`src/hw/rtl/assert_macros.svh`:
```
// Assertion macros shared by the RTL of the band contrast colour picker.
// Each macro checks a clocked implication, with reset masking the check.
`ifndef ASSERT_MACROS_SVH
`define ASSERT_MACROS_SVH

// same-cycle implication
`define ASSERT_IMPL(name, clk, rst, a, c, msg) \
  name: assert property (@(posedge clk) disable iff (rst) (a) |-> (c)) else $error(msg);

// next-cycle implication
`define ASSERT_NEXT(name, clk, rst, a, c, msg) \
  name: assert property (@(posedge clk) disable iff (rst) (a) |=> (c)) else $error(msg);

`endif

```
`src/hw/rtl/bctc_pkg.sv`:
```
// Package for the band contrast text colour picker: types, codes, luma table.
// No dependencies.
`timescale 1ns / 1ps

package bctc_pkg;

  localparam int DEF_MAX_SAMPLES = 65536;

  localparam int QUOT_W = 8;   // every quotient here is below 256
  localparam int PCT_W  = 7;
  localparam int LUMA_W = 8;
  localparam int CFG_IDX_W = 3;

  localparam logic [2:0] MODE_COLOUR       = 3'd0;
  localparam logic [2:0] MODE_MONO         = 3'd1;
  localparam logic [2:0] MODE_EMPTY_COLOUR = 3'd2;
  localparam logic [2:0] MODE_EMPTY_MONO   = 3'd3;
  localparam logic [2:0] MODE_CLEAR        = 3'd4;

  localparam logic [CFG_IDX_W-1:0] CFG_WHITE_BAD = 3'd0;
  localparam logic [CFG_IDX_W-1:0] CFG_BLACK_BAD = 3'd1;
  localparam logic [CFG_IDX_W-1:0] CFG_CROSSOVER = 3'd2;
  localparam logic [CFG_IDX_W-1:0] CFG_HYSTERESIS = 3'd3;
  localparam logic [CFG_IDX_W-1:0] CFG_HALO_PCT  = 3'd4;

  localparam logic [7:0]       RST_WHITE_BAD  = 8'd200;
  localparam logic [7:0]       RST_BLACK_BAD  = 8'd50;
  localparam logic [7:0]       RST_CROSSOVER  = 8'd128;
  localparam logic [PCT_W-1:0] RST_HYSTERESIS = 7'd10;
  localparam logic [PCT_W-1:0] RST_HALO_PCT   = 7'd20;

  localparam logic [LUMA_W-1:0] LUMA_WHITE = 8'd255;
  localparam logic [LUMA_W-1:0] LUMA_BLACK = 8'd0;

  localparam logic [LUMA_W-1:0] LUMA_ROM [0:63] = '{
    8'd0,   8'd3,   8'd15,  8'd36,  8'd14,  8'd18,  8'd28,  8'd49,
    8'd65,  8'd69,  8'd80,  8'd100, 8'd160, 8'd165, 8'd175, 8'd195,
    8'd5,   8'd8,   8'd19,  8'd39,  8'd20,  8'd23,  8'd34,  8'd54,
    8'd71,  8'd74,  8'd85,  8'd105, 8'd167, 8'd170, 8'd181, 8'd201,
    8'd25,  8'd28,  8'd39,  8'd59,  8'd39,  8'd42,  8'd53,  8'd73,
    8'd90,  8'd94,  8'd104, 8'd125, 8'd185, 8'd189, 8'd201, 8'd219,
    8'd60,  8'd62,  8'd74,  8'd94,  8'd74,  8'd77,  8'd87,  8'd108,
    8'd125, 8'd129, 8'd140, 8'd160, 8'd218, 8'd223, 8'd234, 8'd255
  };

  typedef struct packed {
    logic [2:0] mode;
    logic [7:0] sample;
    logic       end_of_band;
  } bctc_in_t;

  typedef struct packed {
    logic              result_valid;
    logic              use_white;
    logic              halo;
    logic [PCT_W-1:0]  bad_pct;
    logic [PCT_W-1:0]  bad_white_pct;
    logic [PCT_W-1:0]  bad_black_pct;
    logic [LUMA_W-1:0] mean_luma;
  } bctc_out_t;

  typedef enum logic [2:0] {
    ST_IDLE,
    ST_DIV_LOAD,
    ST_DIV_RUN,
    ST_DECIDE,
    ST_EMIT
  } bctc_state_t;

  typedef enum logic [1:0] {
    DIV_WHITE,
    DIV_BLACK,
    DIV_MEAN
  } div_sel_t;

  typedef struct packed {
    logic     acc_en;      // accumulate the accepted sample
    logic     acc_clr;     // zero the accumulators
    logic     end_latch;   // remember which rule the band end takes
    logic     dec_clr;     // return decision state to reset values
    logic     empty_band;  // empty band request
    logic     div_load;
    div_sel_t div_sel;
    logic     div_latch;   // store the finished quotient
    logic     decide;
    logic     out_load;
  } bctc_cmd_t;

endpackage

```
`src/hw/rtl/bctc_div.sv`:
```
// Restoring divider, one quotient bit per cycle, quotient known to fit QUOT_W.
// Depends on bctc_pkg.
`timescale 1ns / 1ps

module bctc_div
  import bctc_pkg::*;
#(
  parameter int NUM_W = 25,
  parameter int DEN_W = 17
) (
  input  logic              clk,
  input  logic              rst,
  input  logic              load,
  input  logic [NUM_W-1:0]  num,
  input  logic [DEN_W-1:0]  den,
  output logic              busy,
  output logic [QUOT_W-1:0] quot
);

  localparam int CNT_W = $clog2(QUOT_W);

  logic [NUM_W-1:0] rem;
  logic [NUM_W-1:0] dsh;
  logic [CNT_W-1:0] cnt;
  logic             fits;

  assign fits = rem >= dsh;

  always_ff @(posedge clk) begin
    if (rst) begin
      busy <= 1'b0;
      cnt  <= '0;
    end else if (load) begin
      busy <= 1'b1;
      cnt  <= CNT_W'(QUOT_W - 1);
    end else if (busy) begin
      if (cnt == '0) begin
        busy <= 1'b0;
      end else begin
        cnt <= cnt - 1'b1;
      end
    end
  end

  // operand has rem < den * 2^QUOT_W, so the top trial starts at den << (QUOT_W-1)
  always_ff @(posedge clk) begin
    if (load) begin
      rem  <= num;
      dsh  <= NUM_W'(den) << (QUOT_W - 1);
      quot <= '0;
    end else if (busy) begin
      if (fits) begin
        rem <= rem - dsh;
      end
      quot <= {quot[QUOT_W-2:0], fits};
      dsh  <= dsh >> 1;
    end
  end

endmodule

```
`src/hw/rtl/bctc_dp.sv`:
```
// Datapath: config registers, accumulators, divider, decision and output register.
// Depends on bctc_pkg, bctc_div and assert_macros.svh.
`timescale 1ns / 1ps
`include "assert_macros.svh"

module bctc_dp
  import bctc_pkg::*;
#(
  parameter int MAX_SAMPLES = DEF_MAX_SAMPLES
) (
  input  logic                 clk,
  input  logic                 rst,
  input  logic                 cfg_write,
  input  logic [CFG_IDX_W-1:0] cfg_index,
  input  logic [7:0]           cfg_data,
  input  bctc_in_t             in_data,
  input  bctc_cmd_t            cmd,
  output logic                 div_busy,
  output bctc_out_t            out_data
);

  localparam int CNT_W = $clog2(MAX_SAMPLES + 1);
  localparam int SUM_W = CNT_W + LUMA_W;
  localparam logic [CNT_W-1:0] MAX_CNT = CNT_W'(MAX_SAMPLES);

  logic [7:0]       white_bad_level;
  logic [7:0]       black_bad_level;
  logic [7:0]       crossover_level;
  logic [PCT_W-1:0] hysteresis_points;
  logic [PCT_W-1:0] halo_threshold_pct;

  logic [CNT_W-1:0] sample_count;
  logic [SUM_W-1:0] luma_sum;
  logic [CNT_W-1:0] bright_count;
  logic [CNT_W-1:0] dark_count;
  logic             end_mono;

  logic             decided_flag;
  logic             white_chosen;
  logic             halo_held;
  logic [PCT_W-1:0] held_bad_pct;
  logic [PCT_W-1:0] held_bad_white;
  logic [PCT_W-1:0] held_bad_black;
  logic [7:0]       held_mean;

  logic [LUMA_W-1:0] luma;
  logic              bright;
  logic              dark;
  logic              is_mono;

  logic [SUM_W-1:0]  div_num;
  logic [CNT_W-1:0]  div_den;
  logic [QUOT_W-1:0] quot;

  logic             prefer_white;
  logic [PCT_W-1:0] cur_pct;
  logic [PCT_W-1:0] nxt_pct;
  logic             switch_ok;
  logic             white_next;
  logic [PCT_W-1:0] bad_next;

  logic [CNT_W:0]   class_total;
  logic             class_ok;

  // ---- configuration
  always_ff @(posedge clk) begin
    if (rst) begin
      white_bad_level    <= RST_WHITE_BAD;
      black_bad_level    <= RST_BLACK_BAD;
      crossover_level    <= RST_CROSSOVER;
      hysteresis_points  <= RST_HYSTERESIS;
      halo_threshold_pct <= RST_HALO_PCT;
    end else if (cfg_write) begin
      case (cfg_index)
        CFG_WHITE_BAD:  white_bad_level    <= cfg_data;
        CFG_BLACK_BAD:  black_bad_level    <= cfg_data;
        CFG_CROSSOVER:  crossover_level    <= cfg_data;
        CFG_HYSTERESIS: hysteresis_points  <= cfg_data[PCT_W-1:0];
        CFG_HALO_PCT:   halo_threshold_pct <= cfg_data[PCT_W-1:0];
        default: ;
      endcase
    end
  end

  // ---- sample classification
  assign is_mono = (in_data.mode == MODE_MONO);

  always_comb begin
    if (is_mono) begin
      luma   = in_data.sample[0] ? LUMA_WHITE : LUMA_BLACK;
      bright = in_data.sample[0];
      dark   = !in_data.sample[0];
    end else begin
      luma   = LUMA_ROM[in_data.sample[5:0]];
      bright = luma > white_bad_level;
      dark   = !bright && (luma < black_bad_level);
    end
  end

  // ---- accumulators, saturating at MAX_SAMPLES
  always_ff @(posedge clk) begin
    if (rst || cmd.acc_clr) begin
      sample_count <= '0;
      luma_sum     <= '0;
      bright_count <= '0;
      dark_count   <= '0;
    end else if (cmd.acc_en && (sample_count < MAX_CNT)) begin
      sample_count <= sample_count + 1'b1;
      luma_sum     <= luma_sum + SUM_W'(luma);
      bright_count <= bright_count + CNT_W'(bright);
      dark_count   <= dark_count + CNT_W'(dark);
    end
  end

  always_ff @(posedge clk) begin
    if (cmd.end_latch) begin
      end_mono <= is_mono;
    end
  end

  // ---- divider operands; count*100 as shift-add
  always_comb begin
    div_den = (sample_count == '0) ? CNT_W'(1) : sample_count;
    case (cmd.div_sel)
      DIV_WHITE: div_num = (SUM_W'(bright_count) << 6) + (SUM_W'(bright_count) << 5)
                         + (SUM_W'(bright_count) << 2);
      DIV_BLACK: div_num = (SUM_W'(dark_count) << 6) + (SUM_W'(dark_count) << 5)
                         + (SUM_W'(dark_count) << 2);
      DIV_MEAN:  div_num = luma_sum;
      default:   div_num = luma_sum;
    endcase
  end

  bctc_div #(
    .NUM_W (SUM_W),
    .DEN_W (CNT_W)
  ) u_div (
    .clk  (clk),
    .rst  (rst),
    .load (cmd.div_load),
    .num  (div_num),
    .den  (div_den),
    .busy (div_busy),
    .quot (quot)
  );

  // ---- choice with hysteresis
  always_comb begin
    if (held_bad_white != held_bad_black) begin
      prefer_white = held_bad_white < held_bad_black;
    end else begin
      prefer_white = held_mean < crossover_level;
    end
    cur_pct   = white_chosen ? held_bad_white : held_bad_black;
    nxt_pct   = prefer_white ? held_bad_white : held_bad_black;
    switch_ok = {1'b0, cur_pct} >= ({1'b0, nxt_pct} + {1'b0, hysteresis_points});
    if (!decided_flag) begin
      white_next = prefer_white;
    end else if ((prefer_white != white_chosen) && switch_ok) begin
      white_next = prefer_white;
    end else begin
      white_next = white_chosen;
    end
    bad_next = white_next ? held_bad_white : held_bad_black;
  end

  // quotients land straight in the held percentages and held mean; nothing is emitted mid-division
  always_ff @(posedge clk) begin
    if (rst || cmd.dec_clr) begin
      decided_flag   <= 1'b0;
      white_chosen   <= 1'b1;
      halo_held      <= 1'b0;
      held_bad_pct   <= '0;
      held_bad_white <= '0;
      held_bad_black <= '0;
      held_mean      <= '0;
    end else if (cmd.div_latch) begin
      case (cmd.div_sel)
        DIV_WHITE: held_bad_white <= quot[PCT_W-1:0];
        DIV_BLACK: held_bad_black <= quot[PCT_W-1:0];
        DIV_MEAN:  held_mean      <= quot;
        default: ;
      endcase
    end else if (cmd.decide) begin
      decided_flag <= 1'b1;
      white_chosen <= white_next;
      held_bad_pct <= bad_next;
      halo_held    <= end_mono || (bad_next > halo_threshold_pct);
    end else if (cmd.empty_band) begin
      held_bad_pct <= '0;
      halo_held    <= (in_data.mode == MODE_EMPTY_MONO);
    end
  end

  // ---- output register
  always_ff @(posedge clk) begin
    if (cmd.out_load) begin
      out_data.result_valid  <= decided_flag;
      out_data.use_white     <= white_chosen;
      out_data.halo          <= halo_held;
      out_data.bad_pct       <= held_bad_pct;
      out_data.bad_white_pct <= held_bad_white;
      out_data.bad_black_pct <= held_bad_black;
      out_data.mean_luma     <= held_mean;
    end
  end

  assign class_total = (CNT_W+1)'(bright_count) + (CNT_W+1)'(dark_count);
  assign class_ok    = class_total <= (CNT_W+1)'(sample_count);

  `ASSERT_IMPL(a_count_limit, clk, rst, 1'b1, sample_count <= MAX_CNT, "sample count past limit")
  `ASSERT_IMPL(a_class_sum, clk, rst, 1'b1, class_ok, "bright plus dark exceeds count")

endmodule

```
`src/hw/rtl/bctc_ctrl.sv`:
```
// Controller: sequences accumulation, three divisions, decision and result hand-off.
// Depends on bctc_pkg and assert_macros.svh.
`timescale 1ns / 1ps
`include "assert_macros.svh"

module bctc_ctrl
  import bctc_pkg::*;
(
  input  logic      clk,
  input  logic      rst,
  input  logic      in_valid,
  input  bctc_in_t  in_data,
  output logic      in_stall,
  output logic      out_valid,
  input  logic      out_stall,
  input  logic      div_busy,
  output bctc_cmd_t cmd
);

  bctc_state_t state;
  bctc_state_t state_next;
  div_sel_t    div_idx;
  div_sel_t    div_idx_next;
  logic        out_valid_next;
  logic        in_take;
  logic        is_sample;
  logic        is_empty;
  logic        out_free;

  assign in_stall  = (state != ST_IDLE);
  assign in_take   = in_valid && !in_stall;
  assign is_sample = in_data.mode inside {MODE_COLOUR, MODE_MONO};
  assign is_empty  = in_data.mode inside {MODE_EMPTY_COLOUR, MODE_EMPTY_MONO};
  assign out_free  = !out_valid || !out_stall;

  always_ff @(posedge clk) begin
    if (rst) begin
      state     <= ST_IDLE;
      div_idx   <= DIV_WHITE;
      out_valid <= 1'b0;
    end else begin
      state     <= state_next;
      div_idx   <= div_idx_next;
      out_valid <= out_valid_next;
    end
  end

  // next state
  always_comb begin
    state_next   = state;
    div_idx_next = div_idx;
    case (state)
      ST_IDLE: begin
        if (in_take && is_sample && in_data.end_of_band) begin
          state_next   = ST_DIV_LOAD;
          div_idx_next = DIV_WHITE;
        end else if (in_take && is_empty) begin
          state_next = ST_EMIT;
        end
      end
      ST_DIV_LOAD: state_next = ST_DIV_RUN;
      ST_DIV_RUN: begin
        if (!div_busy) begin
          if (div_idx == DIV_MEAN) begin
            state_next = ST_DECIDE;
          end else begin
            state_next   = ST_DIV_LOAD;
            div_idx_next = (div_idx == DIV_WHITE) ? DIV_BLACK : DIV_MEAN;
          end
        end
      end
      ST_DECIDE: state_next = ST_EMIT;
      ST_EMIT: begin
        if (out_free) begin
          state_next = ST_IDLE;
        end
      end
      default: state_next = ST_IDLE;
    endcase
  end

  // commands
  always_comb begin
    cmd         = '0;
    cmd.div_sel = div_idx;
    case (state)
      ST_IDLE: begin
        if (in_take) begin
          cmd.acc_en     = is_sample;
          cmd.end_latch  = is_sample && in_data.end_of_band;
          cmd.empty_band = is_empty;
          cmd.acc_clr    = is_empty || (in_data.mode == MODE_CLEAR);
          cmd.dec_clr    = (in_data.mode == MODE_CLEAR);
        end
      end
      ST_DIV_LOAD: cmd.div_load = 1'b1;
      ST_DIV_RUN:  cmd.div_latch = !div_busy;
      ST_DECIDE: begin
        cmd.decide  = 1'b1;
        cmd.acc_clr = 1'b1;
      end
      ST_EMIT: cmd.out_load = out_free;
      default: ;
    endcase
  end

  always_comb begin
    if (cmd.out_load) begin
      out_valid_next = 1'b1;
    end else if (out_valid && !out_stall) begin
      out_valid_next = 1'b0;
    end else begin
      out_valid_next = out_valid;
    end
  end

  `ASSERT_NEXT(a_div_started, clk, rst, state == ST_DIV_LOAD, (state == ST_DIV_RUN) && div_busy, "divider did not start")
  `ASSERT_IMPL(a_result_from_emit, clk, rst, $rose(out_valid), $past(state) == ST_EMIT, "result raised outside emit")

endmodule

```
`src/hw/rtl/band_contrast_text_colour_picker.sv`:
```
// Band contrast text colour picker. A sample without an end mark is taken while idle,
// so the input does not stall for it. A band end or empty band is answered once the
// output register is free; the input stalls until the result is in the output register.
// A band end runs three divisions on one shared restoring divider, then decide and
// hand-off; an empty band goes straight to hand-off.
// Synchronous reset returns config, accumulators and decision to defaults at once.
`timescale 1ns / 1ps

module band_contrast_text_colour_picker
  import bctc_pkg::*;
#(
  parameter int MAX_SAMPLES = DEF_MAX_SAMPLES
) (
  input  logic                 clk,
  input  logic                 rst,
  input  logic                 cfg_write,
  input  logic [CFG_IDX_W-1:0] cfg_index,
  input  logic [7:0]           cfg_data,
  input  logic                 in_valid,
  output logic                 in_stall,
  input  bctc_in_t             in_data,
  output logic                 out_valid,
  input  logic                 out_stall,
  output bctc_out_t            out_data
);

  bctc_cmd_t cmd;
  logic      div_busy;

  bctc_ctrl u_ctrl (
    .clk       (clk),
    .rst       (rst),
    .in_valid  (in_valid),
    .in_data   (in_data),
    .in_stall  (in_stall),
    .out_valid (out_valid),
    .out_stall (out_stall),
    .div_busy  (div_busy),
    .cmd       (cmd)
  );

  bctc_dp #(
    .MAX_SAMPLES (MAX_SAMPLES)
  ) u_dp (
    .clk       (clk),
    .rst       (rst),
    .cfg_write (cfg_write),
    .cfg_index (cfg_index),
    .cfg_data  (cfg_data),
    .in_data   (in_data),
    .cmd       (cmd),
    .div_busy  (div_busy),
    .out_data  (out_data)
  );

endmodule
```
`config.mk`:
```
export PLATFORM = sky130hd
export DESIGN_NAME = band_contrast_text_colour_picker
export DESIGN_NICKNAME = d
export VERILOG_FILES = /design/src/hw/rtl/bctc_pkg.sv /design/src/hw/rtl/bctc_div.sv /design/src/hw/rtl/bctc_dp.sv /design/src/hw/rtl/bctc_ctrl.sv /design/src/hw/rtl/band_contrast_text_colour_picker.sv
export VERILOG_INCLUDE_DIRS = /design/src /design/src/hw/rtl
export SDC_FILE = /design/constraint.sdc
export NUM_CORES = 1
export LEC_CHECK = 0
export ABC_AREA = 1
export BUFFER_PORTS_ARGS = -buffer_cell sky130_fd_sc_hd__buf_2
export CORE_ASPECT_RATIO = 0.75
export CORE_UTILIZATION = 50
export CTS_CLUSTER_DIAMETER = 150
export DETAILED_ROUTE_END_ITERATION = 10
export PLACE_DENSITY_LB_ADDON = 0.08
export REMOVE_ABC_BUFFERS = 1
export SLEW_MARGIN = 15
export SYNTH_ARGS = -nofsm -noshare
export SYNTH_HDL_FRONTEND = slang
export SYNTH_SLANG_ARGS = --single-unit
```
`constraint.sdc`:
```
create_clock -name clk -period 8.6 [get_ports clk]
set_input_delay 0.86 -clock clk [delete_from_list [all_inputs] [get_ports clk]]
set_output_delay 0.86 -clock clk [all_outputs]
set_load 0.005 [all_outputs]
```
==> results of run 1 <==
==> metal layers <==
metal	vias up	GRT usage, %	share of wire, %	routed length [microns]
met5	-	0	0	0
met4	0	5.76	2.0	956
met3	66	3.45	5.9	2860
met2	403	40.0	41	19600
met1	7630	42.2	52	24900
li1	8325	-	-	-
==> through the flow <==
step,instance area [sq um],power [mW],instances,hold slack [ps],util (%)
2_1_floorplan,17100,1.38,2399,403,-
3_3_place_gp,18100,1.45,2919,415,53.5
3_5_place_dp,18100,1.46,2919,416,53.5
4_1_cts,19000,2.74,2968,432,56.4
5_1_grt,19000,2.81,2969,436,56.4
6_report,19000,2.72,2969,431,56.4
==> cells by family (layout without fill, tap and decap cells) <==
| group | count (synthesis) | in the layout | synth area share [%] |
|---|---|---|---|
| AOI/OAI and AO/OA | 567 | 567 | 18.2 |
| xor gates and xnor gates | 56 | 56 | 2.84 |
| adders and majority gates | 172 | 172 | 12.8 |
| buffers and inverters | 418 | 494 | 9.13 |
| DFF | 246 | 246 | 32.9 |
| muxes | 1 | 1 | 0.0580 |
| and+or+nand+nor | 983 | 983 | 24.1 |
==> worst min-delay path by stage <==
stage / to / slack, ps
floorplan: u_dp.out_data[29]$_DFFE_PP_ / 400
global placement: u_dp.out_data[27]$_DFFE_PP_ / 420
detailed placement: u_dp.out_data[26]$_DFFE_PP_ / 420
CTS: u_dp.out_data[28]$_DFFE_PP_ / 430
global route: u_dp.out_data[28]$_DFFE_PP_ / 440
finish: u_dp.out_data[28]$_DFFE_PP_ / 430
==> state kept, by name, summed over array words and instances (netlist names), 8 cells and up <==
signal                cells
u_dp.out_data            32
u_dp.luma_sum            25
u_dp.u_div.rem           25
u_dp.u_div.dsh           24
u_dp.bright_count        17
u_dp.dark_count          17
u_dp.sample_count        17
u_dp.black_bad_level      8
u_dp.crossover_level      8
u_dp.held_mean            8
u_dp.u_div.quot           8
u_dp.white_bad_level      8
==> synthesized netlist by cell type (8+ instances only) <==
| cell | n |
|---|---|
| sky130_fd_sc_hd__or2_2 | 8 |
| sky130_fd_sc_hd__o21ai_0 | 186 |
| sky130_fd_sc_hd__edfxtp_1 | 75 |
| sky130_fd_sc_hd__a21oi_1 | 252 |
| sky130_fd_sc_hd__nand2_1 | 542 |
| sky130_fd_sc_hd__ha_1 | 165 |
| sky130_fd_sc_hd__nor2_1 | 188 |
| sky130_fd_sc_hd__a21o_1 | 8 |
| sky130_fd_sc_hd__xnor2_1 | 14 |
| sky130_fd_sc_hd__clkbuf_1 | 37 |
| sky130_fd_sc_hd__nor4_1 | 13 |
| sky130_fd_sc_hd__o22ai_1 | 15 |
| sky130_fd_sc_hd__a22oi_1 | 15 |
| sky130_fd_sc_hd__a211oi_1 | 16 |
| sky130_fd_sc_hd__nand3_1 | 127 |
| sky130_fd_sc_hd__o211ai_1 | 14 |
| sky130_fd_sc_hd__o21a_1 | 12 |
| sky130_fd_sc_hd__inv_1 | 366 |
| sky130_fd_sc_hd__nand4_1 | 30 |
| sky130_fd_sc_hd__nor3_1 | 38 |
| sky130_fd_sc_hd__dfxtp_1 | 171 |
| sky130_fd_sc_hd__nor2_2 | 9 |
| sky130_fd_sc_hd__xor2_1 | 42 |
| sky130_fd_sc_hd__a31oi_1 | 19 |
==> worst register-to-register path, delay by kind of cell (launching register included) <==
kind / cells / cell delay, ps
fa+ha+maj: 5 / 1490
flops: 1 / 460
compound gates: 10 / 1660
buf+inv: 2 / 210
simple gates: 14 / 2160
xor+xnor: 1 / 140
==> power breakdown <==
| group | switching [mW] | internal, mW |
|---|---|---|
| clock | 0.500 | 0.782 |
| sequential | 0.0109 | 1.21 |
| combinational | 0.147 | 0.0710 |
==> cell type report <==
class	count	share of cell area (%)
clock buffers	35	3.86
clock inverters	14	1.18
inverters	374	7.37
multi-input cells	1779	52.7
flip-flops and latches	246	29.8
well taps	450	2.96
repair buffers	71	2.13
==> flow_results.org, run 1 <==
** STA
- Clock skew :: approximately 27 ps
- For the pin with the worst max-slew slack, the measured transition is 1110 ps.
- For the final routed database, the setup TNS stands at 0 ps.
- Headroom to the max-slew limit :: approximately a quarter
- Hold Vio Cnt, Final :: 0
- Highest achievable clock rate :: 161 MHz
- Share of the clock period used by the worst path :: 72.4%
- RSZ-0062 raised after global routing :: false
- Setup violation total in the final timing report :: 0
- After layout, the minimum clock period comes to roughly 6200 ps.
- The count of final max-slew check failures is 0.
- Worst setup slack after layout :: 2370 ps

** Critical path
- Critical path capture point type :: flop
- Worst Setup SP :: u_dp.held_bad_black[2]$_SDFFE_PP0P_
- Most frequent CP cell :: sky130_fd_sc_hd__nand2_1
- STA puts the critical path data required time at 9040 ps.
- STA classifies the critical path startpoint as a flop.
- Arrival time reported for the critical path endpoint :: 6670 ps
- Slowest cell on the critical path :: sky130_fd_sc_hd__dfxtp_1
- Crit path max fanout :: 15
- Grouping stages by cell kind, the critical path spends the most delay in simple AND/OR/NAND/NOR gates.
- Reg-to-reg setup timing slack :: 2370 ps
- Largest stage delay on the critical path :: between 400 and 500 ps
- Reg-to-Reg Start :: u_dp.held_bad_black[2]$_SDFFE_PP0P_
- The critical path ends at u_dp.halo_held$_SDFFE_PP0P_.
- Worst path buffer plus inverter count :: 2
- Terminus of the critical flop-to-flop path :: u_dp.halo_held$_SDFFE_PP0P_
- Logic depth of the worst register-to-register path :: 32
- Path length in cells of the critical path :: 32
- Critical path class :: reg2reg

** Global route
- Residual overflow from global routing :: 0
- Pin count of the biggest net entering global routing :: 53
- All-Layer GR Usage :: 27.3%
- Via count of the first global-routing pass :: about 15k
- Initial antenna violation count :: 0
- The first global-routing pass estimated 77,900 microns of wire.

** Layout
- The repair_antennas step left the layout with diodes totalling 0.
- Area overhead of the layout relative to synthesis :: 10.3%
- After the last flow step, the layout net total stands at between 2k and 3k.
- The top cell types in the final layout, fill and taps aside, are sky130_fd_sc_hd__nand2_1, sky130_fd_sc_hd__inv_1, sky130_fd_sc_hd__a21oi_1.
- Number of fill cells :: 3,270
- Across the whole layout, storage elements account for 0.00568 sq mm.
- Cells with a size suffix above 1 make up 5.68% of the layout.
- Commonest non-fill, non-tap cell in the layout :: sky130_fd_sc_hd__nand2_1
- Area of combinational cells with multiple inputs :: roughly 0.010 sq mm

** Drt
- The final route contains ~16k vias.
- In this run the remaining antenna-violating nets after routing total 0.
- The pre-antenna-repair detailed-routing pass consisted of 7 iterations.
- Initial DRC Count :: between 1k and 1.5k
- Dividing the detail-routed wire length by the instance count gives 16.2 microns.
- Total wire length :: a little under 50,000 microns
- In the routed layout, each cell is associated on average with a via count of 5.53.
- Remaining design rule violation count :: 0

** Clocking
- The number of clock buffers added by TritonCTS is 27.
- Root Driver :: sky130_fd_sc_hd__clkbuf_16
- For this design, the sink count on the clock tree is approximately 250.
- Buffers inserted to repair hold after CTS numbered 0.
- Post-CTS Resized :: 0
- TritonCTS built the clock tree.
- Total number of H-tree levels :: 1
- In this run the post-CTS setup repair buffer count came out at 0.
- Worst skew pair latency :: around 560 ps
- CTS clock-pin slew for the worst setup and hold paths :: 60 ps
- In this run the deepest clock path goes through 3 buffers.

** Outcome
- The run finished with clean final reports.

** Die
- Starting utilization of the core area :: 51.2%
- Count of pins on the block boundary :: 62
- The floorplan step defined a die boundary enclosing 0.0353 sq mm.
- Horizontal die dimension :: 217 microns
- Number of standard-cell rows in the floorplan :: 58
- From bottom edge to top edge, the die measures 163 microns.
- Floorplan core area :: 0.0337 sq mm

** Min path
- The worst hold path was traced through 0 stages.
- The tightest min-delay check is of the reg2reg type.
- The worst hold path begins at u_dp.held_bad_pct[6]$_SDFFE_PP0P_.

** Logic synthesis
- The share of synthesized area in the top cell type comes to 19.8%.
- Synthesis inferred 246 register bits.
- Synth Warn # :: 0
- The share of the Yosys chip area taken by registers is 32.9%.
- Number of distinct library cells after synthesis :: 50
- Synthesis produced approximately 2.4k cells.
- A synthesized cell averages slightly above 7 sq um.
- Number of synthesized flops with an enable pin :: 75
- Yosys top cell by area :: sky130_fd_sc_hd__dfxtp_1
- Largest cells by area after synthesis :: sky130_fd_sc_hd__dfxtp_1, sky130_fd_sc_hd__edfxtp_1, sky130_fd_sc_hd__ha_1
- Combined area of all synthesized cells :: 0.0173 sq mm
- Share of flip-flops with an asynchronous set or reset :: 0%
- The most used flip-flop cell after synthesis is sky130_fd_sc_hd__dfxtp_1.

** Placement
- Input and output buffers added on the ports amount to 59.
- At the placement stage, the worst setup path has a slack of ~2500 ps.
- Once detailed placement completed, the half-perimeter wirelength came to 36,900 microns.
- Routability cong. :: around 0.95

** Pwr
- Across the VDD grid, the largest voltage drop is 0.145 mV.
- Static Leakage :: 8.98 nW
- Dividing total power by cell area gives a power density of around 140 mW/mm^2.

** Flow run
- Max cap viols :: 0
Note: power is estimated with default switching activity, not from simulation.
==> run 2, diff against run 1 <==
Clock period 8.6 ns to 6.48 ns, I/O delays scaled along.
==> run 2 against run 1 <==
- sequential cell count stayed put
- largest power group is now sequential cells
- critical path depth is 2 lower
- highest routed layer unchanged
- count of clock-buffer cells in the layout is 2 lower
- clock power is 22% higher
- clock skew is 18 ps lower
- via count is 0.26% higher
==> flow_results.org, run 2 (same netlist as run 1, synthesis figures left out) <==
** Die
- Die area :: 0.0353 sq mm (unchanged)
- The effective utilization at floorplan is 51.2% (unchanged).
- The die height was 163 microns (unchanged).
- Floorplan core area :: 0.0337 sq mm (unchanged)
- Number of standard-cell rows in the floorplan :: 58 (unchanged)
- Horizontal die dimension :: 217 microns (unchanged)
- Count of pins on the block boundary :: 62 (unchanged)

** Pwr
- The static leakage was 8.96 nW (-0.21%).
- The maximum ir drop on the vdd rail came to 0.193 mV (+33%).
- Power after layout :: 3.47 mW (+28%)
- The power density over the cells came to 183 mW/mm^2 (+28%).

** Layout
- Area overhead of the layout relative to synthesis :: 10.1%
- The register with the most flip-flops in the final layout is u_dp.out_data.
- In the final layout, the registers with the most flip-flops are u_dp.out_data: 32 flops, u_dp.luma_sum: 25 flops, u_dp.u_div.rem: 25 flops.
- The share of layout cells above drive strength 1 came to 5.98% (+0.31 points).
- The final core utilization came to 56.3% (-0.13 points).
- Number of fill cells :: 3,344 (+2.3%)
- Number of antenna diodes :: 0 (unchanged)
- Most frequent cells in the layout :: sky130_fd_sc_hd__nand2_1, sky130_fd_sc_hd__inv_1, sky130_fd_sc_hd__a21oi_1
- The number of standard cells in the layout, taps in and fillers out is 2,974 (+0.17%).
- The library cell used most frequently in the layout, excluding fill and tap cells, is sky130_fd_sc_hd__nand2_1.
- Flip-flop count of the largest register after layout :: 32 (unchanged)
- Total number of nets in the final design :: 2,704 (+0.19%)

** Critical path
- The signal arrival time at the worst endpoint was 6330 ps (-340 ps).
- Most frequent CP cell :: sky130_fd_sc_hd__nand2_1
- Slowest cell on the critical path :: sky130_fd_sc_hd__dfxtp_1
- By startpoint and endpoint, the worst setup path is classified as reg2reg.
- The top fanout value on the critical path was 10 (-5).
- Critical path capture point type :: flop
- Largest stage delay on the critical path :: 410 ps (-50 ps)
- Required time at the endpoint of the critical path :: 6900 ps (-2140 ps)
- Logic depth of the worst register-to-register path :: 30 (-6.3%)
- Type of origin of the critical path :: flop

** Clocking
- Root Driver :: sky130_fd_sc_hd__clkbuf_16
- Number of buffers added by the clock tree synthesis step :: 26 (-3.7%)
- CTS clock-pin slew for the worst setup and hold paths :: 60 ps (about the same)
- Clock Tree Buf Depth :: 3 (unchanged)
- The count of hold buffers inserted by post-cts repair is 0 (unchanged).
- The CTS sink count came to 246 (unchanged).
- The number of H-tree levels was 1 (unchanged).
- The clock insertion delay at the later pin of the skew report came to 550 ps (about the same).
- TritonCTS built the clock tree.

** Placement
- The number of placed cells counting well taps came to 2,921 (+0.069%).
- The worst slack at placement was 605 ps (-1930 ps).
- The number of buffers added on ports was 59 (unchanged).
- Routability cong. :: 0.944 (-0.22%)
- The post-DP HPWL was 37,500 microns (+1.4%).

** Global route
- Via count of the first global-routing pass :: 15.0k (+1.2%)
- Pin count of the biggest net entering global routing :: 48 (-9.4%)
- All-Layer GR Usage :: 27.6% (+0.34 points)
- Wire length of the first global-routing pass :: 78,800 microns (+1.2%)
- The residual overflow from global routing is 0 (unchanged).
- The number of antenna violations at the first check in global routing was 0 (unchanged).

** STA
- The clock period minus final worst setup slack is 5900 ps (-325 ps).
- Highest achievable clock rate :: 169 MHz (+5.5%)
- The final period utilization came to 91.1% (+19 points).
- Total negative setup slack :: 0 ps (unchanged)
- The hold violation count in the final report was 0 (unchanged).
- The slack of the critical path was 576 ps (-1790 ps).
- Setup violation total in the final timing report :: 0 (unchanged)
- The count of final max-slew check failures was 0 (unchanged).
- Clock skew :: 8.58 ps (-18.4 ps)
- The headroom to the max-slew limit is 25.7% (-0.25 points).
- Slew at the pin closest to its max-slew limit :: 1110 ps (+3.74 ps)

** Drt
- Post-DR wirelength/cell :: 16.5 microns (+1.3%)
- The first-pass detailed-route iteration total was 6 (-1).
- Average vias per placed instance :: 5.54 (about the same)
- DR vias :: 16.5k (+0.26%)
- The wire length reported by the detailed router was 49,000 microns (+1.5%).
- The remaining number of nets flagged by the antenna check after routing is 0 (unchanged).
- Remaining design rule violation count :: 0 (unchanged)
- Initial DRC Count :: 1,686 (+17%)

** Min path
- The min-delay analysis places its worst path in the category in2reg.
- Cell depth of the worst hold path :: 3 (+3)

** Flow run
- Max cap viols :: 0 (unchanged)

** Outcome
- The run finished with clean final reports.
## run 2: cell count changes in the layout (fill, tap and decap cells not counted), moves of 2 or more
cell / before / now
sky130_fd_sc_hd__buf_4: 11 / 17
sky130_fd_sc_hd__bufinv_16: 6 / 3
sky130_fd_sc_hd__clkinv_2: 4 / 7
sky130_fd_sc_hd__clkinvlp_4: 0 / 2
## run 2: path summary, 6_finish.rpt
check                                 startpoint                                      to  slack (ps)
max reg2reg  u_dp.held_bad_black[4]$_SDFFE_PP0P_             u_dp.halo_held$_SDFFE_PP0P_         580
max          u_dp.held_bad_black[4]$_SDFFE_PP0P_             u_dp.halo_held$_SDFFE_PP0P_         580
min                                  cfg_data[3]  u_dp.hysteresis_points[3]$_SDFFE_PP1P_         400
min reg2reg  u_dp.held_bad_white[0]$_SDFFE_PP0P_             u_dp.out_data[15]$_DFFE_PP_         430
## run 2: cell type report
| class | count | area [sq um] | share of cell area (%) |
|---|---|---|---|
| clock buffers | 33 | 718 | 3.78 |
| clock inverters | 15 | 159 | 0.836 |
| inverters | 374 | 1400 | 7.39 |
| multi-input cells | 1779 | 10000 | 52.8 |
| flip-flops and latches | 246 | 5680 | 29.9 |
| well taps | 450 | 563 | 2.96 |
| repair buffers | 77 | 443 | 2.33 |
## run 2: per-layer routing
| layer | track usage (%) | part of all wire (%) | vias up |
|---|---|---|---|
| met4 | 5.28 | 1.6 | 0 |
| li1 | - | - | 8349 |
| met3 | 3.68 | 6.2 | 49 |
| met2 | 41.0 | 41 | 470 |
| met1 | 42.4 | 51 | 7598 |
| met5 | 0 | 0 | - |
## run 2: worst max-delay path: cells and delay by family (launching register included)
family / cells / cell delay (ps)
compound gates: 9 / 1560
xor+xnor: 1 / 140
simple gates: 13 / 2000
flops: 1 / 410
buf+inv: 2 / 160
fa+ha+maj: 5 / 1520
## run 2: timing repair
action | in CTS | in global routing
resized for setup | 0 | 1
setup endpoints to repair | 0 | 1
setup buffers | 0 | 4
## run 2: report_power, final
part           internal (mW)  switching [mW]  total [mW]
Combinational         0.0946           0.199       0.294
Clock                  0.905           0.658        1.56
Sequential              1.60          0.0141        1.62
Total                   2.60           0.872        3.47
## run 2: stage by stage
stage          hold WS (ps)  cell area [sq um]
6_report                400              19000
5_1_grt                 415              19000
4_1_cts                 381              18900
3_5_place_dp            413              18100
3_3_place_gp            416              18100
2_1_floorplan           403              17100
